`src/hdl/assert_macros.svh`:
```
// Assertion macros shared by the RTL
`ifndef ASSERT_MACROS_SVH
`define ASSERT_MACROS_SVH

// Same-cycle implication, disabled during reset
`define ASSERT_IMPLIES(lbl, clk, rst_n, ante, cons) \
    lbl: assert property (@(posedge clk) disable iff (!(rst_n)) (ante) |-> (cons)) \
        else $error("implication check failed");

// Next-cycle implication, disabled during reset
`define ASSERT_NEXT(lbl, clk, rst_n, ante, cons) \
    lbl: assert property (@(posedge clk) disable iff (!(rst_n)) (ante) |=> (cons)) \
        else $error("next-cycle check failed");

`endif

```
`src/hdl/kvs_pkg.sv`:
```
// Types, opcodes and key normalisation for the keyed value store
package kvs_pkg;

    localparam int unsigned KEY_MAX_BYTES = 20;

    typedef enum logic {
        OP_GET = 1'b0,
        OP_SET = 1'b1
    } t_opcode;

    typedef struct packed {
        logic [31:0] hi;
        logic [63:0] mid;
        logic [63:0] lo;
    } t_key;

    typedef struct packed {
        logic               opcode;
        logic [63:0]        key_bytes_low;
        logic [63:0]        key_bytes_mid;
        logic [31:0]        key_bytes_high;
        logic signed [63:0] store_value;
    } t_in_item;

    typedef struct packed {
        logic               success;
        logic signed [63:0] read_value;
    } t_out_item;

    // Request travelling down the cell chain
    typedef struct packed {
        logic               op;
        logic               done;
        logic               ok;
        t_key               key;
        logic signed [63:0] data;
    } t_token;

    // Cut the key at its first zero byte and at nbytes
    function automatic t_key normalize_key(t_key k, int unsigned nbytes);
        logic [8*KEY_MAX_BYTES-1:0] flat;
        logic                       ended;
        t_key                       res;
        flat  = {k.hi, k.mid, k.lo};
        ended = 1'b0;
        for (int unsigned i = 0; i < KEY_MAX_BYTES; i++) begin
            if (i >= nbytes || flat[8*i +: 8] == 8'h00) begin
                ended = 1'b1;
            end
            if (ended) begin
                flat[8*i +: 8] = 8'h00;
            end
        end
        res.lo  = flat[63:0];
        res.mid = flat[127:64];
        res.hi  = flat[159:128];
        return res;
    endfunction

endpackage

```
`src/hdl/kvs_cell.sv`:
```
// One table cell: holds a key and value, compares and updates the passing transaction
module kvs_cell (
    input  logic            i_clk,
    input  logic            i_rst_n,
    input  logic            i_adv,
    input  logic            i_valid,
    input  kvs_pkg::t_token i_tok,
    output logic            o_valid,
    output kvs_pkg::t_token o_tok,
    output logic            o_used
);
    import kvs_pkg::*;

    logic               r_valid;
    t_token             r_tok;
    logic               r_used;
    t_key               r_key;
    logic signed [63:0] r_value;

    t_token n_tok;
    logic   match;
    logic   hit;
    logic   wr;

    always_comb begin
        match = r_used && (r_key == i_tok.key);
        hit   = i_valid && !i_tok.done &&
                (match || (i_tok.op == OP_SET && !r_used));
        wr    = i_adv && hit && i_tok.op == OP_SET;
        n_tok = i_tok;
        if (hit) begin
            n_tok.done = 1'b1;
            n_tok.ok   = 1'b1;
            if (i_tok.op == OP_GET) begin
                n_tok.data = r_value;
            end
        end
    end

    always_ff @(posedge i_clk) begin
        if (!i_rst_n) begin
            r_valid <= 1'b0;
            r_used  <= 1'b0;
        end else if (i_adv) begin
            r_valid <= i_valid;
            if (wr) begin
                r_used <= 1'b1;
            end
        end
    end

    always_ff @(posedge i_clk) begin
        if (i_adv) begin
            r_tok <= n_tok;
        end
        if (wr) begin
            r_key   <= i_tok.key;
            r_value <= i_tok.data;
        end
    end

    assign o_valid = r_valid;
    assign o_tok   = r_tok;
    assign o_used  = r_used;

endmodule

```
`config.mk`:
```
export PLATFORM = sky130hd
export DESIGN_NAME = kvs_cell
export DESIGN_NICKNAME = d
export VERILOG_FILES = /design/src/hdl/assert_macros.svh /design/src/hdl/kvs_pkg.sv /design/src/hdl/kvs_cell.sv
export SDC_FILE = /design/constraint.sdc
export NUM_CORES = 1
export LEC_CHECK = 0
export ABC_AREA = 0
export ABC_CLOCK_PERIOD_IN_PS = 14400
export CAP_MARGIN = 0
export CORE_ASPECT_RATIO = 1.25
export CORE_MARGIN = 10
export CORE_UTILIZATION = 23
export CTS_BUF_LIST = sky130_fd_sc_hd__clkbuf_16
export CTS_CLUSTER_SIZE = 30
export DETAILED_ROUTE_END_ITERATION = 8
export DONT_BUFFER_PORTS = 1
export HOLD_SLACK_MARGIN = 0.02
export PLACE_DENSITY_LB_ADDON = 0.1
export SLEW_MARGIN = 0
export SYNTH_ARGS = -nofsm -noshare
export SYNTH_HDL_FRONTEND = slang
export SYNTH_SLANG_ARGS = --single-unit
```
`constraint.sdc`:
```
create_clock -name i_clk -period 14.4 [get_ports i_clk]
set_clock_uncertainty 0.2 [all_clocks]
set_input_delay 1.44 -clock i_clk [delete_from_list [all_inputs] [get_ports i_clk]]
set_output_delay 1.44 -clock i_clk [all_outputs]
set_load 0.05 [all_outputs]
```
Yosys cells after proc, flatten, opt, wreduce, memory -nomap -nowiden
Cells that the tools add are included.
{"block": "totals", "output_inout_bits": 229, "regBits": 453, "inputBits": 231}
{"block": "classes", "mux": 2, "n_reduce_logical": 10, "n_eq_ne": 1}
{"operator": "== test 160 bit", "count": 1}
{"operator": "2-to-1 mux 64 bit", "count": 2}
{"operator": "logical AND 1 bit", "count": 6}
{"operator": "logical NOT 1 bit", "count": 2}
{"operator": "AND reduction 2 bit", "count": 1}
{"operator": "logical OR 1 bit", "count": 1}

Logic depth before layout (Yosys ltp)
{"block": "logic_depth", "depth_word": 7, "mapped_depth": 8}

Least setup slack after synthesis
OpenSTA, ideal clock, no wires.
{"block": "synth_timing", "path_type": "input to register", "from": "input port i_tok[67] (netlist bit)", "to": "register r_key[0] (netlist bit), enable pin", "required_ps": 13317, "setup_slack_ps": 164, "setup_ps": 883, "arrival_ps": 13153, "n_path_buf": 0, "stages": 6, "path_cell_list": "xnor2_1 nand4_1 or4_1 nor4_2 nand3_1 a21oi_1"}
{"block": "synth_between", "elab_chain_cells": 6}
{"item": "start: declaration", "line_no": "kvs_cell.sv:7", "rtl": "input kvs_pkg::t_token i_tok,"}
{"item": "== test 160 bit", "line_no": "kvs_cell.sv:26", "rtl": "match = r_used && (r_key == i_tok.key);"}
{"item": "logical AND 1 bit", "line_no": "kvs_cell.sv:26"}
{"item": "logical OR 1 bit", "line_no": "kvs_cell.sv:28", "rtl": "(match || (i_tok.op == OP_SET && !r_used));"}
{"item": "logical AND 1 bit", "line_no": "kvs_cell.sv:27", "rtl": "hit = i_valid && !i_tok.done &&"}
{"item": "logical AND 1 bit (2 in a row)", "line_no": "kvs_cell.sv:29", "rtl": "wr = i_adv && hit && i_tok.op == OP_SET;"}
{"item": "net wr", "line_no": "kvs_cell.sv:23", "rtl": "logic wr;"}
{"item": "end signal: assignment", "line_no": "kvs_cell.sv:57", "rtl": "r_key <= i_tok.key;"}
{"item": "end: declaration", "line_no": "kvs_cell.sv:17", "rtl": "t_key r_key;"}
The timed path passes the listed nets, and every way through them passes these cells.
A chain may end at the register's enable or synchronous reset.

Worst setup path after layout
{"block": "layout_timing", "from": "input port i_tok[142] (netlist bit)", "to": "register r_value[32], enable pin"}
{"block": "layout_between", "elab_chain_cells": 6}
{"item": "== test 160 bit", "line_no": "kvs_cell.sv:26"}
{"item": "logical AND 1 bit", "line_no": "kvs_cell.sv:26"}
{"item": "logical OR 1 bit", "line_no": "kvs_cell.sv:28"}
{"item": "logical AND 1 bit", "line_no": "kvs_cell.sv:27"}
{"item": "logical AND 1 bit (2 in a row)", "line_no": "kvs_cell.sv:29"}
{"item": "net wr", "line_no": "kvs_cell.sv:23"}
{"item": "end signal: assignment", "line_no": "kvs_cell.sv:58", "rtl": "r_value <= i_tok.data;"}
{"item": "end: declaration", "line_no": "kvs_cell.sv:18", "rtl": "logic signed [63:0] r_value;"}
The timed path passes the listed nets, and every way through them passes these cells.

==> summary.md <==
| Metric | Value |
|---|---|
| Result of the run | completed |
| Count of cell types in the netlist | 28 |
| Part of the power in registers | 0.564 |
| Fraction of final layout cells sized beyond drive strength 1 | 0.185 |
| Global-route usage over all layers | 0.0998 |
| Total number of vias | ~7000 |
| Final-layout setup total negative slack | 0 ps |
| WL/cell | 24.2 um |
| Post-synthesis instance area | roughly 17000 um2 |
| Flip-flop and latch count after synthesis | ~450 |
| Rows | between 100 and 150 |
| Filler Cell Count | ~7100 |
| Wire length of the first global-routing pass | approximately 60000 um |
| Unrepaired setup endpoints after global routing | no |
| Commonest non-fill, non-tap cell in the layout | edfxtp_1 |
| Data required, critical path | 14390 ps |
| Pins over their slew limit | 0 |
| Post-route worst setup slack | about 8400 ps |
| Endpoint class of the critical path | flip-flop |
| Ratio of total power to cell area | 160 nW/um2 |
| Area of the die | 83000 um2 |
| Yosys Warn Count | 0 |
| Synthesized netlist net count | 983 |
| CTS sink cnt | 453 |
| Per-instance average area after synthesis | 22.0 um2 |
| Routability cong. | 0.689 |
| Type of the most critical hold path | flip-flop to flip-flop |
| Detailed Route WL | 43100 um |
| Post-DP HPWL | approximately 31000 um |
| Pint | 0.00232 W |
| Area added between synthesis and finish | 16.7% |
| Type of element launching the critical path | input pin |
| Number of cells traversed by the worst register-to-register path | 8 |
| TritonCTS buffer count | 48 |
| Post-Place Worst Slack | roughly 7700 ps |
| Critical Path Fanout Max | 74 |
| Overflow left after global routing | 0 |
| Sw Share | 0.248 |
| Net count reported at finish | roughly 1000 |
| Number of antenna-violating nets in the routed design | 0 |
| Kind of critical path | input pin to flip-flop |
| Library cell used as clock root buffer | clkbuf_16 |
| DIE HEIGHT | 320 um |
| Setup violation total in the final timing report | 0 |
| Count of input and output buffers | 0 |
| Transition time at the pin with the least slew margin | 1060 ps |
| Vias per inst | 3.85 |
| Drt pass-1 iters | 4 |
| Antenna violations before repair | 3 |
| Proportion of power drawn by the clock network | 0.422 |
| Number of instances in the synthesized netlist | 752 |
| Clock transition at path regs | 60 ps |
| Number of buffers between clock root and the deepest sink | 3 |
| Width of the chip | between 200 and 300 um |
| Most used cells in the layout excluding fill and tap cells | edfxtp_1 (451), xor2_1 (144), mux2_4 (60) |
| Initial Util | 0.233 |
| DRC violation total after the first TritonRoute iteration | 419 |
| Clock insertion delay at the later pin of the skew report | 580 ps |
| Highest clock rate | between 150 and 200 MHz |
| Data arrival time at the worst-slack endpoint | 6010 ps |
| Part of the power in combinational logic | 0.014 |
| Worst-case headroom to the max-slew limit | 0.291 |
| Pin count of the biggest net entering global routing | 231 |
| Switch Pwr | 0.000766 W |
| Max-capacitance violation count | 0 |
| VDD IR-drop max | roughly 86 uV |
| H-Tree Depth | 2 |
| Shortest period the worst path allows | 6020 ps |
| Leakage power | 6.42 nW |
| Number of instances on the worst hold path | 1 |
| Number of buffers inserted to repair setup after CTS | 0 |
| Via count of the first global-routing pass | slightly above 7000 |
| Number of hold-slack violations in the final timing report | 0 |
| Area of the core region | 70900 um2 |
| Sequential area share after synthesis | 0.822 |
| CTS tree | built |
| Number of instances resized during post-cts repair | 0 |
| Post-route clock period utilization | 0.418 |
| Boundary Pins | 460 |
| Hold_buf cts | 0 |
| Post-route DRC | 0 |
sequential cells by signal, summed over array words and instances (netlist names):
| signal | flops |
|---|---|
| o_valid | 1 |
| r_value | 64 |
| o_used | 1 |
| o_tok | 227 |
| r_key | 160 |
synthesized netlist by cell type (all sizes together):
cell / count / area share
a21oi: 1 / 0.00030
a221oi: 1 / 0.00053
a31oi: 1 / 0.00038
buf: 7 / 0.0080
dfxtp: 2 / 0.0024
edfxtp: 451 / 0.82
inv: 2 / 0.00045
mux2: 64 / 0.057
mux2i: 1 / 0.00061
nand2: 1 / 0.00023
nand2b: 1 / 0.00038
nand3: 2 / 0.00061
nand3b: 3 / 0.0014
nand4: 12 / 0.0045
nand4b: 1 / 0.00053
nor2b: 3 / 0.0016
nor3: 2 / 0.00061
nor4: 37 / 0.015
o2111ai: 1 / 0.00053
or4: 1 / 0.00045
xnor2: 14 / 0.0079
xor2: 144 / 0.076
area by class of cell:
type | count | area, um2 | area share
flip-flops and latches | 453 | 13600 | 0.705
multi-input cells | 290 | 2810 | 0.146
clock buffers | 49 | 1230 | 0.0636
well taps | 943 | 1180 | 0.0612
clock inverters | 39 | 427 | 0.0221
repair buffers | 5 | 37.5 | 0.00195
inverters | 2 | 7.51 | 0.000389
diodes | 2 | 5.00 | 0.000260
routing by layer:
layer | GRT usage | wire length [um]
met1 | 0.107 | 16000
met2 | 0.173 | 22200
met3 | 0.0411 | 3840
met4 | 0.0349 | 1080
met5 | 0 | 0
metrics by stage:
stage / area (um2) / hold WS, ps / utilization / std cells / power, W
after floorplan: 16500 / 325 / - / 752 / 0.00179
after global placement: 17600 / 330 / 0.248 / 1693 / 0.00181
after detailed placement: 17600 / 334 / 0.248 / 1693 / 0.00181
after CTS: 19300 / 337 / 0.272 / 1781 / 0.00315
after global routing: 19300 / 356 / 0.272 / 1783 / 0.00320
final: 19300 / 341 / 0.272 / 1783 / 0.00308
worst paths after layout:
path | to | startpoint | slack (ps)
worst max-delay path | r_value[32] | i_tok[142] | 8380
worst min-delay path | o_tok[52] | r_value[52] | 340
worst min register to register | o_tok[52] | r_value[52] | 340
worst max register to register | r_value[32] | r_key[78] | 8860
worst max-delay path, cell delays in order:
cell and delay, ps:
xor2_1 140, nor4_1 800, nand4_1 270, nor4_4 420, nand3_1 230, a21oi_4 710, buf_4 880, buf_4 890
cells by family (layout without fill, tap and decap cells):
logic type / count (synthesis) / after routing / synth area share
other cells: 0 / 2 / 0
xor+xnor: 158 / 158 / 0.0842
compound gates: 4 / 4 / 0.00174
simple gates: 63 / 63 / 0.0256
mux: 65 / 65 / 0.0579
buf+inv: 9 / 95 / 0.00841
flops: 453 / 453 / 0.822
power by group through the flow:
stage          clock, W  sequential (W)  combinational [W]
4_1_cts         0.00136         0.00174          0.0000438
2_1_floorplan         0         0.00175          0.0000360
3_5_place_dp          0         0.00177          0.0000436
3_3_place_gp          0         0.00177          0.0000436
6_report        0.00130         0.00174          0.0000425
5_1_grt         0.00141         0.00174          0.0000479
(Power assumes the default switching activity.)
